File: config.mk
export PLATFORM = sky130hd
export DESIGN_NAME = mphm_regs
export DESIGN_NICKNAME = d
export VERILOG_FILES = /design/src/rtl/core/mphm_pkg.sv /design/src/rtl/core/mphm_regs.sv
export SDC_FILE = /design/constraint.sdc
export NUM_CORES = 1
export LEC_CHECK = 0
export BUFFER_PORTS_ARGS = -buffer_cell sky130_fd_sc_hd__clkbuf_2
export CORE_ASPECT_RATIO = 1.2
export CORE_MARGIN = 4
export CORE_UTILIZATION = 44
export DETAILED_ROUTE_END_ITERATION = 10
export HOLD_SLACK_MARGIN = 0.03
export PLACE_DENSITY = 0.74
export SYNTH_ARGS = -nofsm -noshare
export SYNTH_HDL_FRONTEND = slang
export SYNTH_SLANG_ARGS = --single-unit
File: constraint.sdc
create_clock -name clk_i -period 0.8 [get_ports clk_i]
set_input_delay 0.08 -clock clk_i [delete_from_list [all_inputs] [get_ports clk_i]]
set_output_delay 0.08 -clock clk_i [all_outputs]
set_load 0.02 [all_outputs]
File: src/rtl/core/mphm_pkg.sv
// ----------------------------------------------------------------------------
// mphm_pkg
// shared types, register indexes and constants of the memory pressure monitor
// ----------------------------------------------------------------------------
package mphm_pkg;

  localparam int unsigned PCT_W      = 7;
  localparam int unsigned CNT_W      = 8;
  localparam int unsigned MB_W       = 28;
  localparam int unsigned MB_SHIFT   = 20;
  localparam int unsigned SCORE_W    = 5;
  localparam int unsigned SEV_W      = 3;
  localparam int unsigned CFG_IDX_W  = 3;
  localparam int unsigned CFG_DATA_W = 8;
  localparam int unsigned PCT_SCALE  = 100;

  // register indexes
  localparam logic [CFG_IDX_W-1:0] CFG_RAISE     = 3'd0;
  localparam logic [CFG_IDX_W-1:0] CFG_RELEASE   = 3'd1;
  localparam logic [CFG_IDX_W-1:0] CFG_QUALIFY   = 3'd2;
  localparam logic [CFG_IDX_W-1:0] CFG_RISING    = 3'd3;
  localparam logic [CFG_IDX_W-1:0] CFG_CRITICAL  = 3'd4;
  localparam logic [CFG_IDX_W-1:0] CFG_EXHAUSTED = 3'd5;

  // threshold slots of the product array
  localparam int unsigned TH_RAISE     = 0;
  localparam int unsigned TH_RELEASE   = 1;
  localparam int unsigned TH_RISING    = 2;
  localparam int unsigned TH_CRITICAL  = 3;
  localparam int unsigned TH_EXHAUSTED = 4;
  localparam int unsigned NUM_TH       = 5;

  localparam logic [PCT_W-1:0] RST_RAISE     = 7'd82;
  localparam logic [PCT_W-1:0] RST_RELEASE   = 7'd78;
  localparam logic [CNT_W-1:0] RST_QUALIFY   = 8'd3;
  localparam logic [PCT_W-1:0] RST_RISING    = 7'd85;
  localparam logic [PCT_W-1:0] RST_CRITICAL  = 7'd90;
  localparam logic [PCT_W-1:0] RST_EXHAUSTED = 7'd95;

  localparam logic [SCORE_W-1:0] SCORE_NONE      = 5'd0;
  localparam logic [SCORE_W-1:0] SCORE_ELEVATED  = 5'd15;
  localparam logic [SCORE_W-1:0] SCORE_RISING    = 5'd18;
  localparam logic [SCORE_W-1:0] SCORE_CRITICAL  = 5'd20;
  localparam logic [SCORE_W-1:0] SCORE_EXHAUSTED = 5'd24;

  localparam logic [CNT_W-1:0] CNT_MAX = 8'hFF;

  typedef enum logic [SEV_W-1:0] {
    SEV_NONE      = 3'd0,
    SEV_ELEVATED  = 3'd1,
    SEV_RISING    = 3'd2,
    SEV_CRITICAL  = 3'd3,
    SEV_EXHAUSTED = 3'd4
  } sev_e;

  typedef struct packed {
    logic [PCT_W-1:0] raise_pct;
    logic [PCT_W-1:0] rel_pct;
    logic [CNT_W-1:0] qualify_cnt;
    logic [PCT_W-1:0] rising_pct;
    logic [PCT_W-1:0] critical_pct;
    logic [PCT_W-1:0] exhaust_pct;
  } cfg_t;

  // first member lands in the top bits
  typedef struct packed {
    logic [MB_W-1:0]    total_mb;
    logic [MB_W-1:0]    used_mb;
    logic [SCORE_W-1:0] score;
    sev_e               severity;
    logic               finding_valid;
    logic               alarm_active;
    logic               sample_taken;
  } res_t;

  localparam int unsigned RES_W     = $bits(res_t);
  localparam int unsigned OUT_DATA_W = ((RES_W + 7) / 8) * 8;

  function automatic logic [CNT_W-1:0] sat_inc(input logic [CNT_W-1:0] c);
    return (c == CNT_MAX) ? c : c + 8'd1;
  endfunction

endpackage

File: src/rtl/core/mphm_regs.sv
// ----------------------------------------------------------------------------
// mphm_regs
// configuration registers written through the plain write port
// ----------------------------------------------------------------------------
module mphm_regs (
  input  logic                               clk_i,
  input  logic                               rst_ni,
  input  logic                               cfg_we_i,
  input  logic [mphm_pkg::CFG_IDX_W-1:0]     cfg_idx_i,
  input  logic [mphm_pkg::CFG_DATA_W-1:0]    cfg_wdata_i,
  output mphm_pkg::cfg_t                     cfg_o
);

  mphm_pkg::cfg_t cfg_q, cfg_d;

  always_comb begin
    cfg_d = cfg_q;
    if (cfg_we_i) begin
      unique case (cfg_idx_i)
        mphm_pkg::CFG_RAISE:     cfg_d.raise_pct    = cfg_wdata_i[mphm_pkg::PCT_W-1:0];
        mphm_pkg::CFG_RELEASE:   cfg_d.rel_pct      = cfg_wdata_i[mphm_pkg::PCT_W-1:0];
        mphm_pkg::CFG_QUALIFY:   cfg_d.qualify_cnt  = cfg_wdata_i[mphm_pkg::CNT_W-1:0];
        mphm_pkg::CFG_RISING:    cfg_d.rising_pct   = cfg_wdata_i[mphm_pkg::PCT_W-1:0];
        mphm_pkg::CFG_CRITICAL:  cfg_d.critical_pct = cfg_wdata_i[mphm_pkg::PCT_W-1:0];
        mphm_pkg::CFG_EXHAUSTED: cfg_d.exhaust_pct  = cfg_wdata_i[mphm_pkg::PCT_W-1:0];
        default:                 cfg_d = cfg_q;
      endcase
    end
  end

  always_ff @(posedge clk_i or negedge rst_ni) begin
    if (!rst_ni) begin
      cfg_q.raise_pct    <= mphm_pkg::RST_RAISE;
      cfg_q.rel_pct      <= mphm_pkg::RST_RELEASE;
      cfg_q.qualify_cnt  <= mphm_pkg::RST_QUALIFY;
      cfg_q.rising_pct   <= mphm_pkg::RST_RISING;
      cfg_q.critical_pct <= mphm_pkg::RST_CRITICAL;
      cfg_q.exhaust_pct  <= mphm_pkg::RST_EXHAUSTED;
    end else begin
      cfg_q <= cfg_d;
    end
  end

  assign cfg_o = cfg_q;

endmodule

# Word-level counts from Yosys, hierarchy flattened
# Cells that the tools add are included.
# totals
word_cells,18
register_bits,43
output_inout_bits,43
input_bits,14
# classes
reduce_logical,7
n_eq_ne,5
# ops
operator,n
2-bit AND reduction,6
3-bit by 2-bit equality test with 1-bit output (second input constant),2
3-bit equality test (second input constant),2
3-bit by 1-bit equality test with 1-bit output (second input constant),1
3-bit zero test,1

# Longest topological paths before layout
# depth
depth_word,2
mapped_depth,4
ltp_nobuf,2

# Worst setup path before layout
# Ideal clock, no wire load.
# synth_timing
path_kind,input to register
start,in cfg_idx_i[0] in the netlist's numbering
end,reg cfg_q (netlist bit cfg_o[36])
setup_time_ns,0.125
t_required_ns,0.675
path_stages,3
slack_ns,-0.336
arrival_time_ns,1.011
cell_sequence,clkbuf_2 > nor4b_4 > mux2_2
# synth_between
elab_chain_cells,2
# synth_rtl
item,line_no,text
from (decl),mphm_regs.sv:9,"input logic [mphm_pkg::CFG_IDX_W-1:0] cfg_idx_i,"
3-bit zero test,mphm_regs.sv:19,unique case (cfg_idx_i)
2-bit AND reduction (no line),n/a,
to (signal assigned),mphm_regs.sv:40,cfg_q <= cfg_d;
to (decl),mphm_regs.sv:14,"mphm_pkg::cfg_t cfg_q, cfg_d;"
# Every way passes these cells.
# A chain may end at the register's enable or synchronous reset.

# Final worst setup path
# layout_timing
start,reg cfg_q (netlist bit cfg_o[1])
end,out cfg_o[1] in the netlist's numbering
# layout_lines
item,line_no,text
to (decl),mphm_regs.sv:11,output mphm_pkg::cfg_t cfg_o
# No word-level cell between the ends.

==> metrics.md <==
| Metric | Value |
|---|---|
| Status | finished with violations |
| Failing checks | setup timing |
| Synth Instances | 96 |
| Final setup violation count | 76 |
| Die footprint | 0.00488 mm2 |
| Yosys cell types | 8 |
| Fin nets | 198 |
| F_max | 0.957 GHz |
| Total gr overflow | 0 |
| Final WL | 4710 um |
| Switching share of total power | 0.295 |
| Final Cycle Share | 1.31 |
| Multiplexer share of the synthesized area | 0.288 |
| Clk Latency, worst-skew pair | 0.29 ns |
| Endpoint type of the worst setup path | primary output |
| DRC Markers | 0 |
| Seq pwr share | 0.419 |
| Worst Setup SP | cfg_o[1] |
| First-pass GRT wire length | 6730 um |
| Combinational power share | 0.405 |
| Clock Sinks | 43 |
| Worst-path cell chain | buf_8 |
| Delay-heaviest family, CP | flip-flops |
| Post-DP HPWL | 2750 um |
| Final Wtd Congestion | 0.761 |
| Via/cell ratio | 4.85 |
| Synth top area cells | dfstp_2 (36%), dfrtp_1 (30%), mux2_2 (29%) |
| CTS H-tree depth | 2 |
| Synthesis-to-layout area growth | 77.3% |
| Post-synthesis adder-cell area fraction | 0 |
| Mapped Area | 0.00168 mm2 |
| Drt pass-1 iters | 4 |
| Total power draw | 7.86 mW |
| Total negative slack | -9.76 ns |
| Num CTS Buffers | 5 |
| CTS Root Cell | clkbuf_8 |
| Share of cells above drive strength 1 | 0.865 |
| Pins Over Slew Limit | 0 |
| DR vias | 1,149 |
| DRT iter0 DRCs | 23 |
| Dpl ws | -0.479 ns |
| Synth Net Count | 110 |
| Post-synthesis register bit count | 43 |
| WL/cell | 19.9 um |
| Worst setup margin | -0.245 ns |
| Worst r2r src | cfg_o[12] |
| Core area | 0.00366 mm2 |
| Die Height | 75.7 um |
| Worst Hold Class | input pin to register |
| Largest register FFs | 43 |
| Compound-Gate Fraction of Synth Area | 0 |
| Setup Crit Path Kind | register to primary output |
| Total track usage | 0.190 |
| Largest net degree at the start of global routing | 44 |
| Clock network power share | 0.176 |
| FP Rows | 24 |
| Vias in the first global route | 1,243 |
| Most frequent cells in the layout | mux2_4 (30), buf_6 (28), buf_8 (25) |
| XOR/XNOR Fraction of Synth Area | 0 |
| Int Power | 5.54 mW |
| Syn_area_per_cell | 17.5 um2 |
| Hold_sp | cfg_wdata_i[1] |
| Arrival @ worst endpoint | 0.96 ns |
| Setup Skew | 0 ns |
| P_sw | 2.32 mW |
| Port buffer count | 56 |
| Lkg Pwr | 1.38 nW |
| Die width | 64.4 um |
| Initial core utilization | 0.459 |
| Final Hold Viols | 0 |
| CTS tree | yes |
| Critical Path Slowest Stage Cell | dfstp_2 |
| RSZ-0062 raised after global routing | yes |
| Worst IR Drop VDD | 1.82 mV |
| Worst Tran Pin Value | 0.307 ns |
| Critical Path Start Type | register |
| CP max FO | 2 |
| Synth warnings | 0 |
| Yosys top cell by area | dfstp_2 |
| Top Ports | 57 |
| Share of the synthesized area in the top cell type | 0.360 |
| CTS clk-pin slew, worst paths | 0.08 ns |
| Commonest non-fill, non-tap cell in the layout | mux2_4 |
| Max_cap viols | 0 |
| Post-route antenna net violation count | 0 |
| Clock buffer depth | 2 |
| Required time of the critical path | 0.72 ns |
| Slowest cell delay on critical path | 0.56 ns |
| Buffers and inverters on the worst path | 1 |
| PD cells | 2640 mW/mm2 |
| Largest family of logic cells by synthesized area | multiplexers |
| N_diodes | 0 |
| Rel. slew slack | 0.795 |
| Antenna violations before repair | 0 |
| Minimum clock period | 1.04 ns |
| Seq/Total Area, Yosys | 0.657 |
| Simple-gate share of the synthesized area | 0.0424 |
[logic make-up after synthesis]
logic type             count (synthesis)
multiplexers                          43
flip-flops                            43
AND/OR/NAND/NOR                        6
buffers and inverters                  4
[power by group through the flow]
stage                     logic (mW)  registers (mW)  clock network [mW]
after floorplan                0.614            3.74                   0
after global placement          1.93            3.12                   0
after detailed placement        1.97            3.14                   0
after CTS                       2.70            3.15                1.40
after global routing            3.32            3.35                1.50
final                           3.18            3.29                1.38
[cell usage after synthesis]
cell type,instances
dfrtp_1,20
clkbuf_2,1
nor4bb_1,3
dfstp_2,23
nor4b_4,1
mux2_2,43
nand4b_1,2
buf_2,3
[repair_timing]
item                                    in CTS  in global routing
buffers inserted                             9                  7
hold buffers                                 2                  0
gates resized for setup                     81                 79
endpoints found under the hold margin       44                  0
gates cloned                                 0                  0
endpoints found under the setup margin      72                 77
pin swaps                                    3                  2
[metal layers]
metal / up-vias / global-route usage / share of wire
met3: 5 / 0.0487 / 0.043
met1: 594 / 0.223 / 0.37
met5: - / 0 / 0
li1: 519 / - / -
met4: 0 / 0.0634 / 0.0093
met2: 31 / 0.343 / 0.58
[layout make-up]
type / count / area (um2)
clock buffers: 7 / 86.3
clock inverters: 1 / 5.00
fillers: 191 / 684
multi-input cells: 49 / 713
flip-flops and latches: 43 / 1100
well taps: 52 / 65.1
repair buffers: 85 / 1000
[final timing paths]
| path | cells past startpoint | end | slack (ns) |
|---|---|---|---|
| min in group asynchronous | 3 | cfg_o[15] | 0.31 |
| max | 1 | cfg_o[1] | -0.24 |
| max reg2reg | 2 | cfg_o[12] | -0.12 |
| max in group asynchronous | 3 | cfg_o[16] | 0.23 |
| min | 2 | cfg_o[8] | 0.11 |
| min reg2reg | 1 | cfg_o[24] | 0.54 |
[through the flow]
| stage | cell area, um2 | std cells | hold WS, ns | util |
|---|---|---|---|---|
| after floorplan | 1780 | 96 | -0.216 | - |
| after global placement | 2220 | 211 | 0.0687 | 0.606 |
| after detailed placement | 2220 | 211 | 0.0720 | 0.606 |
| after CTS | 2770 | 230 | 0.0996 | 0.755 |
| after global routing | 2980 | 237 | 0.109 | 0.813 |
| final | 2980 | 237 | 0.110 | 0.813 |
(Power assumes the default switching activity.)
