<file path="src/rtl/core/mphm_pkg.sv">
// ----------------------------------------------------------------------------
// mphm_pkg
// shared types, register indexes and constants of the memory pressure monitor
// ----------------------------------------------------------------------------
package mphm_pkg;

  localparam int unsigned PCT_W      = 7;
  localparam int unsigned CNT_W      = 8;
  localparam int unsigned MB_W       = 28;
  localparam int unsigned MB_SHIFT   = 20;
  localparam int unsigned SCORE_W    = 5;
  localparam int unsigned SEV_W      = 3;
  localparam int unsigned CFG_IDX_W  = 3;
  localparam int unsigned CFG_DATA_W = 8;
  localparam int unsigned PCT_SCALE  = 100;

  // register indexes
  localparam logic [CFG_IDX_W-1:0] CFG_RAISE     = 3'd0;
  localparam logic [CFG_IDX_W-1:0] CFG_RELEASE   = 3'd1;
  localparam logic [CFG_IDX_W-1:0] CFG_QUALIFY   = 3'd2;
  localparam logic [CFG_IDX_W-1:0] CFG_RISING    = 3'd3;
  localparam logic [CFG_IDX_W-1:0] CFG_CRITICAL  = 3'd4;
  localparam logic [CFG_IDX_W-1:0] CFG_EXHAUSTED = 3'd5;

  // threshold slots of the product array
  localparam int unsigned TH_RAISE     = 0;
  localparam int unsigned TH_RELEASE   = 1;
  localparam int unsigned TH_RISING    = 2;
  localparam int unsigned TH_CRITICAL  = 3;
  localparam int unsigned TH_EXHAUSTED = 4;
  localparam int unsigned NUM_TH       = 5;

  localparam logic [PCT_W-1:0] RST_RAISE     = 7'd82;
  localparam logic [PCT_W-1:0] RST_RELEASE   = 7'd78;
  localparam logic [CNT_W-1:0] RST_QUALIFY   = 8'd3;
  localparam logic [PCT_W-1:0] RST_RISING    = 7'd85;
  localparam logic [PCT_W-1:0] RST_CRITICAL  = 7'd90;
  localparam logic [PCT_W-1:0] RST_EXHAUSTED = 7'd95;

  localparam logic [SCORE_W-1:0] SCORE_NONE      = 5'd0;
  localparam logic [SCORE_W-1:0] SCORE_ELEVATED  = 5'd15;
  localparam logic [SCORE_W-1:0] SCORE_RISING    = 5'd18;
  localparam logic [SCORE_W-1:0] SCORE_CRITICAL  = 5'd20;
  localparam logic [SCORE_W-1:0] SCORE_EXHAUSTED = 5'd24;

  localparam logic [CNT_W-1:0] CNT_MAX = 8'hFF;

  typedef enum logic [SEV_W-1:0] {
    SEV_NONE      = 3'd0,
    SEV_ELEVATED  = 3'd1,
    SEV_RISING    = 3'd2,
    SEV_CRITICAL  = 3'd3,
    SEV_EXHAUSTED = 3'd4
  } sev_e;

  typedef struct packed {
    logic [PCT_W-1:0] raise_pct;
    logic [PCT_W-1:0] rel_pct;
    logic [CNT_W-1:0] qualify_cnt;
    logic [PCT_W-1:0] rising_pct;
    logic [PCT_W-1:0] critical_pct;
    logic [PCT_W-1:0] exhaust_pct;
  } cfg_t;

  // first member lands in the top bits
  typedef struct packed {
    logic [MB_W-1:0]    total_mb;
    logic [MB_W-1:0]    used_mb;
    logic [SCORE_W-1:0] score;
    sev_e               severity;
    logic               finding_valid;
    logic               alarm_active;
    logic               sample_taken;
  } res_t;

  localparam int unsigned RES_W     = $bits(res_t);
  localparam int unsigned OUT_DATA_W = ((RES_W + 7) / 8) * 8;

  function automatic logic [CNT_W-1:0] sat_inc(input logic [CNT_W-1:0] c);
    return (c == CNT_MAX) ? c : c + 8'd1;
  endfunction

endpackage

</file>
<file path="src/rtl/core/mphm_scale.sv">
// ----------------------------------------------------------------------------
// mphm_scale
// input stage: registers the scaled usage and the threshold products
// ----------------------------------------------------------------------------
module mphm_scale #(
  parameter int unsigned BYTE_WIDTH = 48
) (
  input  logic                              clk_i,
  input  logic                              rst_ni,
  input  mphm_pkg::cfg_t                    cfg_i,
  input  logic                              in_valid_i,
  output logic                              in_ready_o,
  input  logic [BYTE_WIDTH-1:0]             used_i,
  input  logic [BYTE_WIDTH-1:0]             total_i,
  input  logic                              take_i,
  output logic                              valid_o,
  output logic [BYTE_WIDTH+6:0]             prod_used_o,
  output logic [BYTE_WIDTH+6:0]             prod_th_o [mphm_pkg::NUM_TH],
  output logic                              taken_o,
  output logic [mphm_pkg::MB_W-1:0]         used_mb_o,
  output logic [mphm_pkg::MB_W-1:0]         total_mb_o
);

  localparam int unsigned PW = BYTE_WIDTH + mphm_pkg::PCT_W;
  localparam int unsigned XW = BYTE_WIDTH + mphm_pkg::MB_W;

  logic                valid_q;
  logic                load;
  logic [PW-1:0]       prod_used_q;
  logic [PW-1:0]       prod_th_q [mphm_pkg::NUM_TH];
  logic [mphm_pkg::PCT_W-1:0] pct [mphm_pkg::NUM_TH];
  logic                taken_q;
  logic [mphm_pkg::MB_W-1:0] used_mb_q, total_mb_q;
  logic [XW-1:0]       used_x, total_x;

  assign in_ready_o = !valid_q || take_i;
  assign load       = in_valid_i && in_ready_o;

  assign pct[mphm_pkg::TH_RAISE]     = cfg_i.raise_pct;
  assign pct[mphm_pkg::TH_RELEASE]   = cfg_i.rel_pct;
  assign pct[mphm_pkg::TH_RISING]    = cfg_i.rising_pct;
  assign pct[mphm_pkg::TH_CRITICAL]  = cfg_i.critical_pct;
  assign pct[mphm_pkg::TH_EXHAUSTED] = cfg_i.exhaust_pct;

  assign used_x  = {{mphm_pkg::MB_W{1'b0}}, used_i};
  assign total_x = {{mphm_pkg::MB_W{1'b0}}, total_i};

  always_ff @(posedge clk_i or negedge rst_ni) begin
    if (!rst_ni) begin
      valid_q <= 1'b0;
    end else if (in_ready_o) begin
      valid_q <= in_valid_i;
    end
  end

  always_ff @(posedge clk_i) begin
    if (load) begin
      prod_used_q <= PW'(used_i) * PW'(mphm_pkg::PCT_SCALE);
      for (int k = 0; k < mphm_pkg::NUM_TH; k++) begin
        prod_th_q[k] <= PW'(pct[k]) * PW'(total_i);
      end
      taken_q    <= (total_i != '0);
      used_mb_q  <= used_x[mphm_pkg::MB_SHIFT +: mphm_pkg::MB_W];
      total_mb_q <= total_x[mphm_pkg::MB_SHIFT +: mphm_pkg::MB_W];
    end
  end

  assign valid_o     = valid_q;
  assign prod_used_o = prod_used_q;
  assign prod_th_o   = prod_th_q;
  assign taken_o     = taken_q;
  assign used_mb_o   = used_mb_q;
  assign total_mb_o  = total_mb_q;

endmodule

</file>
<file path="config.mk">
export PLATFORM = sky130hd
export DESIGN_NAME = mphm_scale
export DESIGN_NICKNAME = d
export VERILOG_FILES = /design/src/rtl/core/mphm_pkg.sv /design/src/rtl/core/mphm_scale.sv
export SDC_FILE = /design/constraint.sdc
export NUM_CORES = 2
export LEC_CHECK = 0
export BUFFER_PORTS_ARGS = -buffer_cell sky130_fd_sc_hd__buf_2
export CORE_MARGIN = 2
export CORE_UTILIZATION = 40
export DETAILED_ROUTE_END_ITERATION = 6
export GPL_TIMING_DRIVEN = 0
export PLACE_DENSITY_LB_ADDON = 0.12
export SLEW_MARGIN = 30
export SYNTH_ARGS = -nofsm -noshare
export SYNTH_HDL_FRONTEND = slang
export SYNTH_SLANG_ARGS = --single-unit
</file>
<file path="constraint.sdc">
create_clock -name clk_i -period 11.8 [get_ports clk_i]
set_input_delay 1.18 -clock clk_i [delete_from_list [all_inputs] [get_ports clk_i]]
set_output_delay 1.18 -clock clk_i [all_outputs]
set_load 0.01 [all_outputs]
</file>
-- Word level (Yosys, flattened, before mapping)
Index checks and enable logic that the tools add are counted.
- word-level logic and storage cells: 20
- input bits: 143
- register bits after elaboration: 386
- output and inout port bits: 389
- reductions and logical operators: 4
- $mul: 6
- operators with widths (operator ; count):
    $mul 7x48->55 ; 5
    $mul 48x5->53 const B ; 1
    $reduce_bool 48->1 ; 1
    $logic_and 1x1->1 ; 1
    $logic_not 1->1 ; 1
    $logic_or 1x1->1 ; 1

-- Longest topological paths before layout
- word-level depth: 3
- depth in mapped cells: 23
- depth with buffers taken out: 20

-- Least setup slack after synthesis
Ideal clock, no wire load.
- path kind: input -> register
- start: input port take_i
- end: register prod_th_q, in the netlist prod_th_o[0], enable pin
- stages on the path: 2
- path slack: 0.880 ns
- arrival time: 10.121 ns
- cells stage by stage: nand2b_1 > and2_1
- word-level cells in the longest chain between the ends: 2
- ends and longest elaborated chain (what ; line ; text):
    start, declared ; mphm_scale.sv:15 ; input logic take_i,
    $logic_or 1x1->1 ; mphm_scale.sv:36 ; assign in_ready_o = !valid_q || take_i;
    $logic_and 1x1->1 ; mphm_scale.sv:37 ; assign load = in_valid_i && in_ready_o;
    named net load ; mphm_scale.sv:28 ; logic load;
    end signal, assigned by index ; mphm_scale.sv:60 ; prod_th_q[k] <= PW'(pct[k]) * PW'(total_i);
    end, declared ; mphm_scale.sv:30 ; logic [PW-1:0] prod_th_q [mphm_pkg::NUM_TH];
The timed path passes the listed nets, and every way through them passes these cells.
A chain may end at the register's enable or synchronous reset.

-- Worst setup path after layout
- start: input port cfg_i[10] (netlist name)
- end: register prod_th_q, in the netlist prod_th_o[99] (data pin)
- word-level cells in the longest chain between the ends: 1
- ends and longest elaborated chain (what ; line ; text):
    start, declared ; mphm_scale.sv:10 ; input mphm_pkg::cfg_t cfg_i,
    $mul 7x48->55 ; mphm_scale.sv:60 ;
Every way passes these cells.

==> summary.md <==
| Metric | Value |
|---|---|
| Starting Density | 40.38% |
| Die area | 179400 um^2 |
| Maximum root-to-sink buffer count | 3 |
| Congestion Overflow GR | 0 |
| Initial antenna violation count | 27 |
| Hold_buf cts | 0 |
| Max VDD drop | 0.1257 mV |
| Yosys top cell area share | 33.78% |
| CTS Sinks | 386 |
| Reg2reg end | prod_th_o[264]$_DFFE_PP_ |
| Initial drt markers | 4176 |
| Number of synthesized flops with an enable pin | 385 |
| Worst slew margin | 26.82% |
| Period utilisation layout | 67.86% |
| Global-route wire length before repair | 359.8 mm |
| Layout Nets | 9857 |
| Core Footprint | 174400 um^2 |
| Hold WC Path Type | input port to asynchronous set/reset pin |
| Largest area contributor in the netlist | fa_1 |
| Reg2reg start | valid_o$_DFFE_PN0N_ |
| Syn avg cell area | 9.427 um^2 |
| Clock root buffer | clkbuf_16 |
| Crit end category | flip-flop |
| CP Data Required Time | 12300 ps |
| Yosys warns | 0 |
| Hold Fails Final Rpt | 0 |
| Row Count | 153 |
| Area after DPL | 76000 um^2 |
| Filler Cells Inserted | 17450 |
| Via density | 5.279 |
| Final worst slack | 3792 ps |
| Fmax achieved | 0.1249 GHz |
| Residual DRC | 0 |
| Vias in the first global route | 56750 |
| Io pins | 532 |
| Seq/Total Area, Yosys | 16.45% |
| Router iterations before antenna repair | 5 |
| Synth Instances | 7469 |
| Share of cells above drive strength 1 | 8.085% |
| FFs w/ async S/R, synth | 0.2591% |
| Post-CTS resize count | 0 |
| Clock Pin Slew Worst Setup and Hold Paths | 60 ps |
| Port Buf Inserts | 483 |
| Wire length per cell | 23.24 um |
| Crit. Startpoint | cfg_i[10] |
| Gpl congestion | 0.9584 |
| Area of the mapped netlist | 70410 um^2 |
| Hold_ws | 269.0 ps |
| GRT Overall Usage | 27.06% |
| Routed wire length | 241.8 mm |
| Post-CTS setup buffers | 0 |
| Arr. time, crit path | 8510 ps |
| Max Cap Viol | 0 |
| Seq cells post-synth | 386 |
| Post-Place Cells | 10290 |
| Post-Layout Inst Area | 77780 um^2 |
| Status | finished, final reports clean |
| Lkg Pwr | 0.03753 uW |
| Startpoint class of the critical path | input port |
| Chip width | 423.6 um |
| Fin Clk Skew | 26.48 ps |
| Largest net degree at the start of global routing | 53 |
| Main synth FF type | edfxtp_1 |
| Most common cell in the synthesized netlist | and2_1 |
| Core Util, Final | 44.60% |
| Die Y-Extent | 423.6 um |
| CTS tree | done |
| Period minus WS final | 8008 ps |
| Layout overhead on the synthesized area | 10.46% |
| Reg-to-reg setup timing slack | 9410 ps |
| H-tree depth | 2 |
| Setup WS pre-CTS | 3366 ps |
| CP max FO | 10 |
| Area contributors post-synth | fa_1, edfxtp_1, and2_1 |
| RSZ-0062 raised after global routing | false |
| Via count | 54940 |
| Distinct cells, synth | 92 |
| Hpwl dp | 203.0 mm |
| Pin slew with the least headroom to its limit | 1095 ps |
| Setup-failing EPs final | 0 |
| Reg2Reg Depth | 5 |
| Commonest cells post-synth | and2_1, inv_1, fa_1, nand2_1, ha_1 |
| PD cells | 235.4 nW/um^2 |
| Kind of critical path | input port to flip-flop |
| Worst skew pair latency | 700 ps |
| CTS buffer count | 48 |
| Antenna-violating nets left | 0 |
| Non-filler cells, final | 10410 |
| Max-slew violations | 0 |
[routing by layer]
metal	vias up	global-route usage [%]	wire length (um)
li1	24670	-	-
met1	28100	34.68	98160
met2	1811	45.87	116800
met3	354	4.054	15540
met4	6	10.72	11280
met5	-	0	26
[state kept, by name, indices dropped and copies added, names as in the netlist]
name / count
prod_th_o: 275
prod_used_o: 53
total_mb_o: 28
used_mb_o: 28
taken_o: 1
valid_o: 1
[area by class of cell]
cell class	count	area [um^2]	share of cell area, %
multi-input cells	5437	52650	67.69
flip-flops and latches	386	11590	14.90
inverters	1215	4561	5.864
well taps	2325	2909	3.740
repair buffers	493	2645	3.401
plain buffers	432	1672	2.149
clock buffers	52	1216	1.564
clock inverters	37	466.7	0.6000
diodes	30	75.07	0.09652
[placed cells by master (no fill, tap or decap), types with 29 or more instances in the layout]
| cell type | count |
|---|---|
| clkbuf_1 | 399 |
| nor2b_1 | 30 |
| a21o_1 | 207 |
| nor3_1 | 43 |
| buf_2 | 487 |
| o21a_1 | 29 |
| nor2_1 | 160 |
| o21ai_0 | 136 |
| a21oi_1 | 350 |
| nand2_1 | 592 |
| fa_1 | 1188 |
| diode_2 | 30 |
| xor2_1 | 113 |
| clkbuf_16 | 48 |
| edfxtp_1 | 385 |
| clkbuf_2 | 30 |
| and2_1 | 1330 |
| o21bai_1 | 62 |
| a31oi_1 | 43 |
| ha_1 | 513 |
| nand4_1 | 79 |
| and3_1 | 35 |
| o21ai_1 | 34 |
| inv_1 | 1215 |
| xnor2_1 | 183 |
| nand3_1 | 44 |
[critical path, stage by stage]
cell and delay, ps:
clkbuf_1 780, clkbuf_1 770, and2_1 260, fa_1 450, fa_1 580, fa_1 440
fa_1 460, ha_1 390, nand2_1 70, o21ai_1 230, and4_1 280, nand2_1 80
a21oi_1 620, nand4_1 350, a211oi_1 720, nor2_1 240, o31ai_1 320, xor2_1 250
[stage by stage]
step / total power [uW] / setup TNS [ps]
3_3_place_gp: 16690 / -1327210
6_report: 18310 / 0
2_1_floorplan: 12280 / 0
5_1_grt: 19980 / 0
4_1_cts: 18410 / 0
3_5_place_dp: 16690 / 0
[worst max-delay path by stage]
stage | endpoint | slack [ps] | cells after the start
after CTS | prod_th_o[99]$_DFFE_PP_ | 4090 | 18
after floorplan | prod_th_o[0]$_DFFE_PP_ | 880 | 2
final | prod_th_o[99]$_DFFE_PP_ | 3790 | 18
after global routing | prod_th_o[106]$_DFFE_PP_ | 3760 | 21
after global placement | prod_th_o[274]$_DFFE_PP_ | -3570 | 3
after detailed placement | prod_th_o[99]$_DFFE_PP_ | 3370 | 18
[where the power goes]
part / switching, uW / leakage [uW] / internal [uW]
registers: 145 / 0.00368 / 2630
clock network: 670 / 0.000798 / 913
logic: 8890 / 0.0331 / 5060
total: 9700 / 0.0375 / 8610
[kinds of logic (layout without fill, tap and decap cells)]
group	count (synthesis)	count (layout)	share of synthesized area [%]
muxes	6	6	0.08530
buffers and inverters	1647	2229	8.798
xor gates and xnor gates	296	296	3.682
and+or+nand+nor	2406	2406	18.63
adders and majority gates	1701	1701	42.89
other	1	32	0.005326
AOI/OAI and AO/OA	1026	1026	9.457
DFF	386	386	16.45
Power figures use the tool's default switching activity.
