--- config.mk ---
export PLATFORM = sky130hd
export DESIGN_NAME = mphm_eval
export DESIGN_NICKNAME = d
export VERILOG_FILES = /design/src/rtl/core/mphm_pkg.sv /design/src/rtl/core/mphm_eval.sv
export SDC_FILE = /design/constraint.sdc
export NUM_CORES = 1
export LEC_CHECK = 0
export BUFFER_PORTS_ARGS = -buffer_cell sky130_fd_sc_hd__buf_2
export CAP_MARGIN = 40
export CELL_PAD_IN_SITES_DETAIL_PLACEMENT = 2
export CELL_PAD_IN_SITES_GLOBAL_PLACEMENT = 2
export CORE_MARGIN = 4
export CORE_UTILIZATION = 27
export CTS_CLUSTER_SIZE = 24
export DETAILED_ROUTE_END_ITERATION = 10
export PLACE_DENSITY = 0.84
export SLEW_MARGIN = 10
export SYNTH_ARGS = -nofsm -noshare
export SYNTH_HDL_FRONTEND = slang
export SYNTH_SLANG_ARGS = --single-unit
export TNS_END_PERCENT = 5
--- constraint.sdc ---
create_clock -name clk_i -period 3.86 [get_ports clk_i]
set_input_delay 0.772 -clock clk_i [delete_from_list [all_inputs] [get_ports clk_i]]
set_output_delay 0.772 -clock clk_i [all_outputs]
set_load 0.01 [all_outputs]
--- src/rtl/core/mphm_pkg.sv ---
// ----------------------------------------------------------------------------
// mphm_pkg
// shared types, register indexes and constants of the memory pressure monitor
// ----------------------------------------------------------------------------
package mphm_pkg;

  localparam int unsigned PCT_W      = 7;
  localparam int unsigned CNT_W      = 8;
  localparam int unsigned MB_W       = 28;
  localparam int unsigned MB_SHIFT   = 20;
  localparam int unsigned SCORE_W    = 5;
  localparam int unsigned SEV_W      = 3;
  localparam int unsigned CFG_IDX_W  = 3;
  localparam int unsigned CFG_DATA_W = 8;
  localparam int unsigned PCT_SCALE  = 100;

  // register indexes
  localparam logic [CFG_IDX_W-1:0] CFG_RAISE     = 3'd0;
  localparam logic [CFG_IDX_W-1:0] CFG_RELEASE   = 3'd1;
  localparam logic [CFG_IDX_W-1:0] CFG_QUALIFY   = 3'd2;
  localparam logic [CFG_IDX_W-1:0] CFG_RISING    = 3'd3;
  localparam logic [CFG_IDX_W-1:0] CFG_CRITICAL  = 3'd4;
  localparam logic [CFG_IDX_W-1:0] CFG_EXHAUSTED = 3'd5;

  // threshold slots of the product array
  localparam int unsigned TH_RAISE     = 0;
  localparam int unsigned TH_RELEASE   = 1;
  localparam int unsigned TH_RISING    = 2;
  localparam int unsigned TH_CRITICAL  = 3;
  localparam int unsigned TH_EXHAUSTED = 4;
  localparam int unsigned NUM_TH       = 5;

  localparam logic [PCT_W-1:0] RST_RAISE     = 7'd82;
  localparam logic [PCT_W-1:0] RST_RELEASE   = 7'd78;
  localparam logic [CNT_W-1:0] RST_QUALIFY   = 8'd3;
  localparam logic [PCT_W-1:0] RST_RISING    = 7'd85;
  localparam logic [PCT_W-1:0] RST_CRITICAL  = 7'd90;
  localparam logic [PCT_W-1:0] RST_EXHAUSTED = 7'd95;

  localparam logic [SCORE_W-1:0] SCORE_NONE      = 5'd0;
  localparam logic [SCORE_W-1:0] SCORE_ELEVATED  = 5'd15;
  localparam logic [SCORE_W-1:0] SCORE_RISING    = 5'd18;
  localparam logic [SCORE_W-1:0] SCORE_CRITICAL  = 5'd20;
  localparam logic [SCORE_W-1:0] SCORE_EXHAUSTED = 5'd24;

  localparam logic [CNT_W-1:0] CNT_MAX = 8'hFF;

  typedef enum logic [SEV_W-1:0] {
    SEV_NONE      = 3'd0,
    SEV_ELEVATED  = 3'd1,
    SEV_RISING    = 3'd2,
    SEV_CRITICAL  = 3'd3,
    SEV_EXHAUSTED = 3'd4
  } sev_e;

  typedef struct packed {
    logic [PCT_W-1:0] raise_pct;
    logic [PCT_W-1:0] rel_pct;
    logic [CNT_W-1:0] qualify_cnt;
    logic [PCT_W-1:0] rising_pct;
    logic [PCT_W-1:0] critical_pct;
    logic [PCT_W-1:0] exhaust_pct;
  } cfg_t;

  // first member lands in the top bits
  typedef struct packed {
    logic [MB_W-1:0]    total_mb;
    logic [MB_W-1:0]    used_mb;
    logic [SCORE_W-1:0] score;
    sev_e               severity;
    logic               finding_valid;
    logic               alarm_active;
    logic               sample_taken;
  } res_t;

  localparam int unsigned RES_W     = $bits(res_t);
  localparam int unsigned OUT_DATA_W = ((RES_W + 7) / 8) * 8;

  function automatic logic [CNT_W-1:0] sat_inc(input logic [CNT_W-1:0] c);
    return (c == CNT_MAX) ? c : c + 8'd1;
  endfunction

endpackage

--- src/rtl/core/mphm_eval.sv ---
// ----------------------------------------------------------------------------
// mphm_eval
// threshold compare, hysteresis state update, band select and result register
// ----------------------------------------------------------------------------
module mphm_eval #(
  parameter int unsigned BYTE_WIDTH = 48
) (
  input  logic                              clk_i,
  input  logic                              rst_ni,
  input  mphm_pkg::cfg_t                    cfg_i,
  input  logic                              valid_i,
  output logic                              take_o,
  input  logic [BYTE_WIDTH+6:0]             prod_used_i,
  input  logic [BYTE_WIDTH+6:0]             prod_th_i [mphm_pkg::NUM_TH],
  input  logic                              taken_i,
  input  logic [mphm_pkg::MB_W-1:0]         used_mb_i,
  input  logic [mphm_pkg::MB_W-1:0]         total_mb_i,
  output logic                              out_valid_o,
  input  logic                              out_ready_i,
  output mphm_pkg::res_t                    res_o
);

  logic                       out_valid_q;
  mphm_pkg::res_t             res_q, res_d;
  logic                       alarm_q, alarm_d;
  logic [mphm_pkg::CNT_W-1:0] high_q, high_d, low_q, low_d;
  logic [mphm_pkg::CNT_W-1:0] high_inc, low_inc;
  logic [mphm_pkg::NUM_TH-1:0] ge;
  logic                       report;
  logic                       move;

  assign take_o = !out_valid_q || out_ready_i;
  assign move   = valid_i && take_o;

  always_comb begin
    for (int k = 0; k < mphm_pkg::NUM_TH; k++) begin
      ge[k] = (prod_used_i >= prod_th_i[k]);
    end
  end

  assign high_inc = mphm_pkg::sat_inc(high_q);
  assign low_inc  = mphm_pkg::sat_inc(low_q);

  always_comb begin
    alarm_d = alarm_q;
    high_d  = high_q;
    low_d   = low_q;
    report  = 1'b0;
    res_d   = '0;
    if (taken_i) begin
      if (!alarm_q) begin
        if (ge[mphm_pkg::TH_RAISE]) begin
          high_d = high_inc;
          if (high_inc >= cfg_i.qualify_cnt) begin
            alarm_d = 1'b1;
            low_d   = '0;
            report  = 1'b1;
          end
        end else begin
          high_d = '0;
        end
      end else begin
        report = 1'b1;
        if (!ge[mphm_pkg::TH_RELEASE]) begin
          low_d = low_inc;
          if (low_inc >= cfg_i.qualify_cnt) begin
            alarm_d = 1'b0;
            high_d  = '0;
            report  = 1'b0;
          end
        end else begin
          low_d = '0;
        end
      end

      if (report) begin
        priority if (ge[mphm_pkg::TH_EXHAUSTED]) begin
          res_d.severity = mphm_pkg::SEV_EXHAUSTED;
          res_d.score    = mphm_pkg::SCORE_EXHAUSTED;
        end else if (ge[mphm_pkg::TH_CRITICAL]) begin
          res_d.severity = mphm_pkg::SEV_CRITICAL;
          res_d.score    = mphm_pkg::SCORE_CRITICAL;
        end else if (ge[mphm_pkg::TH_RISING]) begin
          res_d.severity = mphm_pkg::SEV_RISING;
          res_d.score    = mphm_pkg::SCORE_RISING;
        end else if (ge[mphm_pkg::TH_RAISE]) begin
          res_d.severity = mphm_pkg::SEV_ELEVATED;
          res_d.score    = mphm_pkg::SCORE_ELEVATED;
        end else begin
          res_d.severity = mphm_pkg::SEV_NONE;
          res_d.score    = mphm_pkg::SCORE_NONE;
        end
      end
      res_d.sample_taken  = 1'b1;
      res_d.finding_valid = (res_d.severity != mphm_pkg::SEV_NONE);
      res_d.used_mb       = used_mb_i;
      res_d.total_mb      = total_mb_i;
    end
    res_d.alarm_active = alarm_d;
  end

  always_ff @(posedge clk_i or negedge rst_ni) begin
    if (!rst_ni) begin
      out_valid_q <= 1'b0;
      alarm_q     <= 1'b0;
      high_q      <= '0;
      low_q       <= '0;
    end else begin
      if (take_o) begin
        out_valid_q <= valid_i;
      end
      if (move) begin
        alarm_q <= alarm_d;
        high_q  <= high_d;
        low_q   <= low_d;
      end
    end
  end

  always_ff @(posedge clk_i) begin
    if (move) begin
      res_q <= res_d;
    end
  end

  assign out_valid_o = out_valid_q;
  assign res_o       = res_q;

  // state only moves with a transaction
  a_state_hold: assert property (@(posedge clk_i) disable iff (!rst_ni)
    !move |=> ($stable(alarm_q) && $stable(high_q) && $stable(low_q)))
    else $error("hysteresis state changed without a transaction");

  // a finding is reported only while the alarm is on
  a_finding_alarm: assert property (@(posedge clk_i) disable iff (!rst_ni)
    (out_valid_q && res_q.finding_valid) |-> res_q.alarm_active)
    else $error("finding reported with alarm off");

  // finding flag and score agree
  a_score_none: assert property (@(posedge clk_i) disable iff (!rst_ni)
    out_valid_q |-> (res_q.finding_valid == (res_q.score != mphm_pkg::SCORE_NONE)))
    else $error("score does not match finding flag");

  // ignored sample reports nothing
  a_ignored: assert property (@(posedge clk_i) disable iff (!rst_ni)
    (out_valid_q && !res_q.sample_taken) |-> (!res_q.finding_valid && res_q.used_mb == '0))
    else $error("ignored sample carries a finding or size");

  // result tracks the alarm register
  a_alarm_track: assert property (@(posedge clk_i) disable iff (!rst_ni)
    move |=> (res_q.alarm_active == alarm_q))
    else $error("reported alarm differs from alarm state");

endmodule

Word-level counts from Yosys, hierarchy flattened
Cells that the tools add are included. W data, S select, Z words.

Register bits after elaboration: 85. Input bits: 434. Word-level logic and storage cells: 56.

Muxes and demuxes: 24. Equal/unequal tests: 4. Add/sub/neg operators: 2. Reductions and logical operators: 8. Order comparisons: 7.

Operators with widths (number): $ge A55 B55 Y1 (5); $mux W8 (15); $add A8 B1 Y8 const B (2); $eq A8 B8 Y1 const B (2); $ge A8 B8 Y1 (2); $mux W1 (8); $reduce_and A4 Y1 (2); $mux W7 (1); $reduce_bool A2 Y1 (2); $reduce_bool A3 Y1 (1); $ne A2 B1 Y1 const B (1); $ne A2 B2 Y1 const B (1); $logic_and A1 B1 Y1 (1); $logic_not A1 Y1 (1); $logic_or A1 B1 Y1 (1).

Depth between registers and ports, before layout
Gate-level depths: netlist of run 1.

Word-level depth: 10. Gate-level depth with buffers: 16. Mapped depth without buffers: 15.

Worst setup path before layout of run 1
No wires, ideal clock.

Path kind: input to register. Start: in out_ready_i. End: reg low_q[0] (netlist name). Data arrival time: 3901 ps. Stages on the path: 7. Slack: -105 ps. Setup time: 65 ps. Cells stage by stage: nand2b_1 > and2_1 > nand3_1 > nor3_2 > nand2_1 > o21ai_0 > o22a_1.

Longest elaborated chain between the ends: 3.

Ends and longest elaborated chain: start, declared (RTL line mphm_eval.sv:19) `input logic out_ready_i,`; $logic_or A1 B1 Y1 (RTL line mphm_eval.sv:32) `assign take_o = !out_valid_q || out_ready_i;`; $logic_and A1 B1 Y1 (RTL line mphm_eval.sv:33) `assign move = valid_i && take_o;`; via move (RTL line mphm_eval.sv:30) `logic move;`; $reduce_and A4 Y1 (no source line); end signal, assigned (RTL line mphm_eval.sv:115) `low_q <= low_d;`; end, declared (RTL line mphm_eval.sv:26) `logic [mphm_pkg::CNT_W-1:0] high_q, high_d, low_q, low_d;`.

The timed path passes the listed nets, and every way through them passes these cells. A chain may end at the register's enable or synchronous reset.

Final worst setup path of run 1
Start: reg low_q[0] (netlist name). End: reg res_q, in the netlist res_o[7], data pin.

Longest elaborated chain between the ends: 9.

Ends and longest elaborated chain: $add A8 B1 Y8 / $eq A8 B8 Y1 (equally long branches) (RTL line mphm_pkg.sv:80) `return (c == CNT_MAX) ? c : c + 8'd1;`; $mux W8 * (RTL line mphm_pkg.sv:80); $ge A8 B8 Y1 * (RTL line mphm_eval.sv:66) `if (low_inc >= cfg_i.qualify_cnt) begin`; $mux W1 * (RTL line mphm_eval.sv:66); $mux W1 * (RTL line mphm_eval.sv:64) `if (!ge[mphm_pkg::TH_RELEASE]) begin`; $mux W1 * (RTL line mphm_eval.sv:51) `if (!alarm_q) begin`; $mux W1 * (RTL line mphm_eval.sv:50) `if (taken_i) begin`; $mux W8 * (RTL line mphm_eval.sv:76) `if (report) begin`; $mux W8 * (RTL line mphm_eval.sv:50); end signal, assigned (RTL line mphm_eval.sv:122) `res_q <= res_d;`; end, declared (RTL line mphm_eval.sv:24) `mphm_pkg::res_t res_q, res_d;`.

Every way passes the cells marked *; elsewhere a longest branch is shown, timed or not. The select of a mux whose other input is x is not followed.

==> results of run 1 <==
Yosys cell counts (2+ instances only):
cell type / n
ha_1: 293
inv_1: 288
a21oi_1: 88
edfxtp_1: 66
nand2_1: 59
and2_1: 58
nand4_1: 48
o21ai_0: 44
nor2_1: 43
a21o_1: 34
nand3_1: 34
dfrtp_1: 18
nor3_1: 16
a211oi_1: 12
o21a_1: 12
a221oi_1: 11
nand2b_1: 11
nor2b_1: 10
nor4_1: 8
o211ai_1: 8
o21ai_1: 8
clkbuf_1: 7
a22o_1: 6
a31oi_1: 6
xnor2_1: 6
and4_1: 5
nor4_2: 5
a2111oi_0: 4
a2111oi_2: 3
a32o_2: 3
a211o_1: 2
and4_4: 2
buf_6: 2
mux2_2: 2
nand4_2: 2
nor3_2: 2
nor3b_2: 2
o21bai_1: 2
o22a_1: 2
o22ai_1: 2
o31a_1: 2
o31ai_1: 2
or2_1: 2
stage by stage:
| stage | total power [mW] | hold slack, ps | cells | setup WS (ps) |
|---|---|---|---|---|
| finish | 3.21 | 386 | 2311 | 231 |
| global route | 3.46 | 408 | 2309 | -10.9 |
| CTS | 3.25 | 391 | 2290 | 78.1 |
| detailed placement | 2.43 | 538 | 2274 | 5.54 |
| global placement | 2.32 | 523 | 2274 | 161 |
| floorplan | 1.80 | 476 | 1266 | 692 |
cell usage in the layout, fill, tap and decap left out, drive strengths merged, types with 14 or more instances in the layout:
master,synthesis,final
ha,293,293
dfrtp,18,18
buf,3,496
nor4,14,14
a21oi,89,89
a21o,34,34
nand3,34,34
nor2,43,43
nand2,59,59
diode,0,18
nand4,50,50
and2,58,58
nor3,18,18
edfxtp,66,66
inv,288,290
o21ai,52,52
critical path: cells and delay by family, from the launching register on:
family	cells	cell delay (ps)
buffers and inverters	1	190
flip-flops	1	440
adder cells (fa/ha/maj)	2	570
AND/OR/NAND/NOR	5	700
XOR/XNOR	1	250
AO/OA/AOI/OAI	7	1300
flip-flops by register name, indices dropped and copies added, names as in the netlist:
name	cells
high_q	8
out_valid_o	1
res_o	66
low_q	8
alarm_q	1
final cells by class:
cell class / instances / area (sq um)
clock buffer: 9 / 225
tap: 525 / 657
inverter: 288 / 1080
antenna: 18 / 45.0
clock inverter: 7 / 51.3
multi-input combinational: 884 / 7360
sequential: 84 / 2430
timing repair buffer: 496 / 2550
fill: 4678 / 25400
logic make-up (layout without fill, tap and decap cells):
group / after synthesis / after routing
flip-flops: 84 / 84
buffers and inverters: 298 / 800
other: 0 / 18
adder cells (fa/ha/maj): 293 / 293
AND/OR/NAND/NOR: 313 / 313
multiplexers: 3 / 3
AO/OA/AOI/OAI: 268 / 268
XOR/XNOR: 7 / 7
where the power goes:
group          internal [mW]  total (mW)  leakage (nW)  switching (mW)
clock network          0.439       0.811         0.132           0.371
logic                  0.588        1.32          7.07           0.727
registers               1.05        1.09         0.893          0.0393
how the worst max path moves through the flow:
stage               startpoint  endpoint  slack [ps]  cells past startpoint
6_report              low_q[0]  res_o[7]         230                     16
5_1_grt               low_q[0]  res_o[7]         -10                     16
4_1_cts               low_q[0]  res_o[1]          80                     13
3_5_place_dp    prod_used_i[4]  res_o[2]           6                     11
3_3_place_gp   prod_used_i[54]  low_q[4]         160                     10
2_1_floorplan         low_q[0]  res_o[1]         690                     13
metal layers:
metal / global-route usage [%] / wire length [um] / part of all wire (%)
met2: 41.7 / 26100 / 52
met5: 0 / 131 / 0.26
met3: 4.91 / 3010 / 6.0
met4: 7.43 / 1470 / 2.9
met1: 24.4 / 19800 / 39
what timing repair did:
item,4_1_cts,5_1_grt
resized for setup,0,5
buffers inserted,0,3
endpoints found under the setup margin,0,9
hold buffers,0,0
==> impl_metrics.tcl, run 1 <==
set metrics [dict create \
    cts_root_buf "clkbuf_16" \
    peakVddDrop_mv 0.197 \
    power.density_nw_per_um2 223 \
    cts_sinks 84 \
    io_buffers 467 \
    dieHeight_um 209 \
    r2r-end "res_o[7]" \
    postSynthCellCount 1266 \
    cp_max_fo 7 \
    worstSkewPairLatency_ps 340 \
    dpl-instance-area_sq_um 14000 \
    r2r_cells 16 \
    yosysSeqAreaShare_pct 22.3 \
    via_count 11500 \
    slew_headroom_pct 51.4 \
    track_usage_pct 22.1 \
    maxCapViolCount 0 \
    timing.rr.start "low_q[0]" \
    fin_nets 2490 \
    arrival_ps 3780 \
    avgSynthCellArea_sq_um 8.61 \
    drc 0 \
    tightestPinTransition_ps 730 \
    firstDrtPassIters 6 \
    period_share_pct 94.0 \
    grt_first_pass_wirelength_mm 74.9 \
    grt_pass1_vias 13000 \
    synthArstFlopShare_pct 21.4 \
    worstSetupStartpointType "flip-flop" \
    synthMuxAreaShare_pct 0.298 \
    fin_setup_tns_ps 0 \
    final_antenna_net_count 0 \
    yosys.area_share.simple_pct 16.2 \
    io_pins 503 \
    fmax_mhz 276 \
    synth_seq_cells 84 \
    syn_nets 1993 \
    drtIter0Drc 294 \
    netlist_top_cells_area "ha_1 (34%), edfxtp_1 (18%), inv_1 (9.9%)" \
    synth-main-ff-cell "edfxtp_1" \
    rrSetupSlack_ps 230 \
    grt_max_degree 65 \
    routed_wl_mm 50.5 \
    worstPathRequired_ps 4010 \
    status "complete, no violations" \
    place_congestion 0.893 \
    synthDominantCellAreaShare_pct 33.6 \
    fin_util_pct 36.2 \
    htree_levels 3 \
    end_kind "flip-flop" \
    chipWidth_um 209 \
    p_leak_nw 8.09 \
    hold_violations 0 \
    dp_hpwl_mm 45.6 \
    numCtsBuffers 9 \
    placementRows 73 \
    finalSetupViolations 0 \
    synth.distinct_cells 69 \
    synth_fa_ha_area_share_pct 33.6 \
    wl_per_cell_um 21.8 \
    area_growth_pct 32.1 \
    syn_area_sq_um 10900 \
    overflow 0 \
    placeableCoreArea_sq_um 39800 \
    final_cell_area_sq_um 14400 \
    cts_tree "yes" \
    ys_warn_count 0 \
    synth_xor_area_share_pct 0.562 \
    die_area_sq_um 43700 \
    period_minus_slack_ps 3630 \
    initial_core_util_pct 27.4 \
    synth-compound-area-share_pct 16.6 \
    drive_gt1_share_pct 31.1 \
    synth_edf_count 66 \
    cts.clk_slew.worst_paths_ps 70 \
    clock_skew_ps 9.43 \
    cpPeakStageDelay_ps 440 \
    min_path_type "in2async" \
    clockBufferDepth 2 \
    via_per_inst 4.95 \
    antenna_found_initial 29 \
    cpMaxStageDelayCell "dfrtp_1" \
    path_class "reg2reg" \
    finalMaxSlewViolations 0 \
    yosys.area.top_type "ha_1" \
    crit_chain "ha_1, nand2_1, nor2_1, a31oi_2, nand3_1, xnor2_1, ha_1, a21o_1, a21o_1, a21oi_1, o31a_1, nor3_2, a21oi_4, a41oi_4, buf_4, nor4_2" \
    synth_top_family_by_area "adder cells" \
]
No activity file was read; power rests on OpenSTA's default activity.
==> run 2, diff against run 1 <==
==> constraint.sdc (replaced) <==
create_clock -name clk_i -period 3.86 [get_ports clk_i]
set_input_delay 0.579 -clock clk_i [delete_from_list [all_inputs] [get_ports clk_i]]
set_output_delay 0.579 -clock clk_i [all_outputs]
set_load 0.01 [all_outputs]
==> impl_metrics.tcl, run 2 (synthesis results as in run 1) <==
set metrics [dict create \
    status "complete, no violations" \
    worstSetupStartpointType "flip-flop" \
    topRoutingLayerUsed "met5" \
    dp_hpwl_mm 44.3 \
    period_minus_slack_ps 3640 \
    cp_max_fo 8 \
    chipWidth_um 209 \
    arrival_ps 3690 \
    io_buffers 467 \
    m1WireLength_mm 19.3 \
    wl_per_cell_um 21.6 \
    peakVddDrop_mv 0.191 \
    numCtsBuffers 9 \
    cts_hold_buf 0 \
    cts_sinks 84 \
    finalMaxSlewViolations 0 \
    power_mw 3.27 \
    die_area_sq_um 43700 \
    fin_util_pct 36.0 \
    finalSetupViolations 0 \
    routed_wl_mm 49.5 \
    power.density_nw_per_um2 228 \
    clockBufferDepth 2 \
    placeableCoreArea_sq_um 39800 \
    overflow 0 \
    track_usage_pct 22.0 \
    layout_common_cells "buf_2 (467), ha_1 (293), inv_1 (288), a21oi_1 (88), edfxtp_1 (66)" \
    grt_max_degree 69 \
    wl_met2_mm 25.9 \
    dieHeight_um 209 \
    cts.clk_slew.worst_paths_ps 70 \
    worstSkewPairLatency_ps 350 \
    placementRows 73 \
    hold_violations 0 \
    final_antenna_net_count 0 \
    min_path_type "in2async" \
    wl_met3_mm 2.93 \
    via_per_inst 4.97 \
    io_pins 503 \
    grt_first_pass_wirelength_mm 74.6 \
    initial_core_util_pct 27.4 \
    largest_reg_flops 66 \
    grt_pass1_vias 13000 \
    drtIter0Drc 318 \
    rsz0062_at_grt "yes" \
    cts_tree "yes" \
    slew_headroom_pct 42.2 \
    clock_skew_ps 13.3 \
    drc 0 \
    drive_gt1_share_pct 30.6 \
    period_share_pct 94.2 \
    antenna_found_initial 28 \
    fmax_mhz 275 \
    place_congestion 0.874 \
    tightestPinTransition_ps 866 \
    firstDrtPassIters 4 \
    maxCapViolCount 0 \
    final_common_cell "buf_2" \
    fin_nets 2480 \
    worstPathRequired_ps 3920 \
    via_count 11400 \
    path_class "reg2reg" \
    htree_levels 3 \
    p_leak_nw 8.06 \
    cts_root_buf "clkbuf_16" \
    area_growth_pct 31.6 \
    end_kind "flip-flop" \
]
run 2: stage by stage:
step	area, sq um	TNS (ps)	cells	setup slack, ps	hold slack [ps]
floorplan	10900	0	1266	87.6	283
global placement	14000	0	2266	333	525
detailed placement	14000	0	2267	98.8	544
CTS	14300	0	2283	69.9	190
global route	14300	-4.67	2294	-4.36	206
finish	14300	0	2298	223	180
run 2: timing repair:
item	in CTS	in global routing
resized for setup	0	5
hold endpoints to repair	0	0
setup buffers	0	0
setup endpoints to repair	0	14
run 2: critical path, stage by stage (launching register included):
cell     delay, ps
dfrtp_1        420
ha_1           240
nand2_1        100
nor2_1         250
nand3_1        270
nand4_1        190
xnor2_1        190
ha_1           230
a21o_1         150
a21o_1         140
a21oi_1         70
o31a_1         110
nor3_2         310
a21oi_4        130
a41oi_4        360
mux2i_1        170
run 2: metal layers:
metal | vias to the layer above | global-route usage (%)
met5 | - | 0
met4 | 26 | 6.32
met3 | 79 | 4.94
met2 | 372 | 41.9
met1 | 5478 | 24.2
li1 | 5462 | -
run 2: layout make-up:
class / count / area (sq um)
well taps: 525 / 657
flip-flops and latches: 84 / 2430
clock inverters: 5 / 61.3
clock buffers: 11 / 243
fillers: 4680 / 25500
repair buffers: 486 / 2480
diodes: 15 / 37.5
inverters: 288 / 1080
multi-input cells: 884 / 7360
run 2: where the power goes:
part           switching (mW)  internal (mW)  total (mW)
Clock                   0.367          0.522       0.889
Sequential             0.0393           1.05        1.09
Combinational           0.720          0.575        1.29
Total                    1.13           2.14        3.27
run 2: worst paths after layout:
check | startpoint | endpoint | slack (ps) | depth (start not counted)
setup / recovery | low_q[0] | res_o[1] | 220 | 15
hold / removal | rst_ni | high_q[3] | 180 | 1
setup reg to reg | low_q[0] | res_o[1] | 220 | 15
hold reg to reg | low_q[1] | low_q[1] | 560 | 1
max in group asynchronous | rst_ni | low_q[3] | 3350 | 1
min in group clk_i | valid_i | out_valid_o | 490 | 2
==> run 3, diff against run 2 <==
--- a/config.mk
+++ b/config.mk
@@ -5,15 +5,17 @@
 export SDC_FILE = /design/constraint.sdc
 export NUM_CORES = 1
 export LEC_CHECK = 0
+export ABC_AREA = 1
 export BUFFER_PORTS_ARGS = -buffer_cell sky130_fd_sc_hd__buf_2
 export CAP_MARGIN = 40
 export CELL_PAD_IN_SITES_DETAIL_PLACEMENT = 2
 export CELL_PAD_IN_SITES_GLOBAL_PLACEMENT = 2
 export CORE_MARGIN = 4
-export CORE_UTILIZATION = 27
+export CORE_UTILIZATION = 26
 export CTS_CLUSTER_SIZE = 24
 export DETAILED_ROUTE_END_ITERATION = 10
-export PLACE_DENSITY = 0.84
+export GPL_ROUTABILITY_DRIVEN = 0
+export PLACE_DENSITY = 0.85
 export SLEW_MARGIN = 10
 export SYNTH_ARGS = -nofsm -noshare
 export SYNTH_HDL_FRONTEND = slang
==> impl_metrics.tcl, run 3 <==
set metrics [dict create \
    cts_hold_buf 0 \
    synthArstFlopShare_pct 21.4 \
    netlist_top_cells_area "ha_1 (31%), edfxtp_1 (17%), inv_1 (14%)" \
    slew_headroom_pct 48.8 \
    path_class "reg2reg" \
    drtIter0Drc 450 \
    fin_setup_tns_ps 0 \
    p_switching_mw 1.38 \
    numCtsBuffers 9 \
    final_common_cell "buf_2" \
    avgSynthCellArea_sq_um 6.83 \
    sequentialPowerShare_pct 31.4 \
    ys_top_cells_by_count "inv_1 (456), nand2_1 (447), ha_1 (293)" \
    postCtsSetupRepairBufs 0 \
    grt_max_degree 61 \
    fin_util_pct 33.8 \
    cts.clk_slew.worst_paths_ps 70 \
    power_frac_comb_pct 44.0 \
    largest_reg_flops 66 \
    maxCapViolCount 0 \
    whs_ps 166 \
    synth_edf_count 66 \
    placeableCoreArea_sq_um 45500 \
    yosysSeqAreaShare_pct 20.3 \
    final_antenna_net_count 0 \
    synthDominantCellAreaShare_pct 30.6 \
    routed_wl_mm 56.2 \
    end_kind "flip-flop" \
    via_count 13300 \
    timing.rr.start "low_q[0]" \
    hold_violations 0 \
    htree_levels 3 \
    r2r-end "res_o[1]" \
    fmax_mhz 288 \
    antenna_found_initial 25 \
    p_clk_share_pct 24.6 \
    min_path_type "in2async" \
    synth_seq_cells 84 \
    critPathMostFrequentCell "nand2_1" \
    clockBufferDepth 2 \
    cts_tree "yes" \
    io_buffers 467 \
    track_usage_pct 21.9 \
    arrival_ps 3530 \
    cts_sinks 84 \
    synth.distinct_cells 38 \
    grt_pass1_vias 15000 \
    crit_chain "ha_1, nand3_1, nor3_1, nand2_1, inv_2, nor3_1, nand2_1, xnor2_1, ha_1, nand2_1, nor2_1, nand4_1, o2111ai_1, nand3_1, nand2_1, nand2_1, nand2_1, o21ai_0" \
    p_leak_nw 9.55 \
    worstPathRequired_ps 3910 \
    io_pins 503 \
    area_growth_pct 28.3 \
    drc 0 \
    overflow 0 \
    postCtsResizedCells 0 \
    dp_hpwl_mm 50.3 \
    p_sw_share_pct 39.8 \
    cp_max_fo 6 \
    placementRows 78 \
    syn_area_sq_um 12000 \
    die_area_sq_um 49500 \
    cpPeakStageDelay_ps 430 \
    initial_core_util_pct 26.3 \
    chipWidth_um 223 \
    drive_gt1_share_pct 23.2 \
    cts_root_buf "clkbuf_16" \
    period_share_pct 90.1 \
    clock_skew_ps 8.36 \
    cpMaxStageDelayCell "dfrtp_1" \
    firstDrtPassIters 4 \
    worstSetupStartpointType "flip-flop" \
    r2r_cells 18 \
    synth-main-ff-cell "edfxtp_1" \
    yosysMostFrequentCell "inv_1" \
    grt_first_pass_wirelength_mm 84.5 \
    period_minus_slack_ps 3480 \
    tightestPinTransition_ps 765 \
    status "complete, no violations" \
    yosys.area.top_type "ha_1" \
    postSynthCellCount 1753 \
    power.density_nw_per_um2 226 \
    finalMaxSlewViolations 0 \
    via_per_inst 4.66 \
    ys_warn_count 0 \
    dieHeight_um 223 \
    wl_per_cell_um 19.7 \
    layout_common_cells "buf_2 (467), inv_1 (455), nand2_1 (447), ha_1 (293), nor2_1 (127)" \
    rrSetupSlack_ps 380 \
    rsz0062_at_grt "no" \
    fin_nets 2950 \
    finalSetupViolations 0 \
    syn_nets 2480 \
    worstSkewPairLatency_ps 350 \
    internal_power_mw 2.09 \
    peakVddDrop_mv 0.185 \
]
==> run 3: power by group through the flow <==
| stage | registers (mW) | clock network, mW | logic [mW] |
|---|---|---|---|
| detailed placement | 1.11 | 0 | 1.53 |
| global placement | 1.10 | 0 | 1.42 |
| finish | 1.09 | 0.853 | 1.53 |
| floorplan | 1.13 | 0 | 0.795 |
| global route | 1.10 | 0.906 | 1.74 |
| CTS | 1.09 | 0.875 | 1.55 |
==> run 3: how the worst max path moves through the flow <==
stage	startpoint	endpoint	slack [ps]	depth (start not counted)
2_1_floorplan	low_q[0]	res_o[1]	1120	18
4_1_cts	low_q[0]	res_o[1]	380	18
3_3_place_gp	low_q[0]	res_o[1]	770	18
5_1_grt	low_q[0]	res_o[1]	50	18
3_5_place_dp	low_q[0]	res_o[1]	550	18
6_report	low_q[0]	res_o[1]	380	18
==> run 3: worst max-delay path: cells and delay by family (launching register included) <==
| family | cells | cell delay (ps) |
|---|---|---|
| buf+inv | 1 | 70 |
| fa+ha+maj | 2 | 550 |
| flops | 1 | 430 |
| simple gates | 12 | 1590 |
| xor+xnor | 1 | 170 |
| compound gates | 2 | 370 |
==> run 3: logic make-up after synthesis <==
logic type	count (synthesis)	synth area share, %
AO/OA/AOI/OAI	201	9.17
adder cells (fa/ha/maj)	293	30.6
AND/OR/NAND/NOR	693	24.2
XOR/XNOR	10	0.732
flip-flops	84	20.3
buffers and inverters	472	15.0
==> run 3: cell type report <==
cell class	count	area, sq um
Fill cell	5607	30100
Multi-Input combinational cell	1197	7740
Sequential cell	84	2430
Timing Repair Buffer	469	2350
Inverter	462	1730
Tap cell	600	751
Clock buffer	9	225
Clock inverter	7	61.3
Antenna cell	21	52.6
==> run 3: per-stage QoR <==
stage / setup slack (ps) / power, mW / cell area, sq um / instances
floorplan: 1120 / 1.92 / 12000 / 1753
global placement: 769 / 2.52 / 15000 / 2812
detailed placement: 552 / 2.64 / 15000 / 2812
CTS: 378 / 3.52 / 15300 / 2828
global route: 47.4 / 3.75 / 15300 / 2846
finish: 382 / 3.47 / 15400 / 2849
==> run 3: metal layers <==
layer  track usage [%]  vias to the layer above  wire length, um
met1              25.8                     6373            23100
met3              3.25                       68             2650
met5                 0                        -               48
met2              40.9                      317            29100
li1                  -                     6500                -
met4              6.46                       10             1360
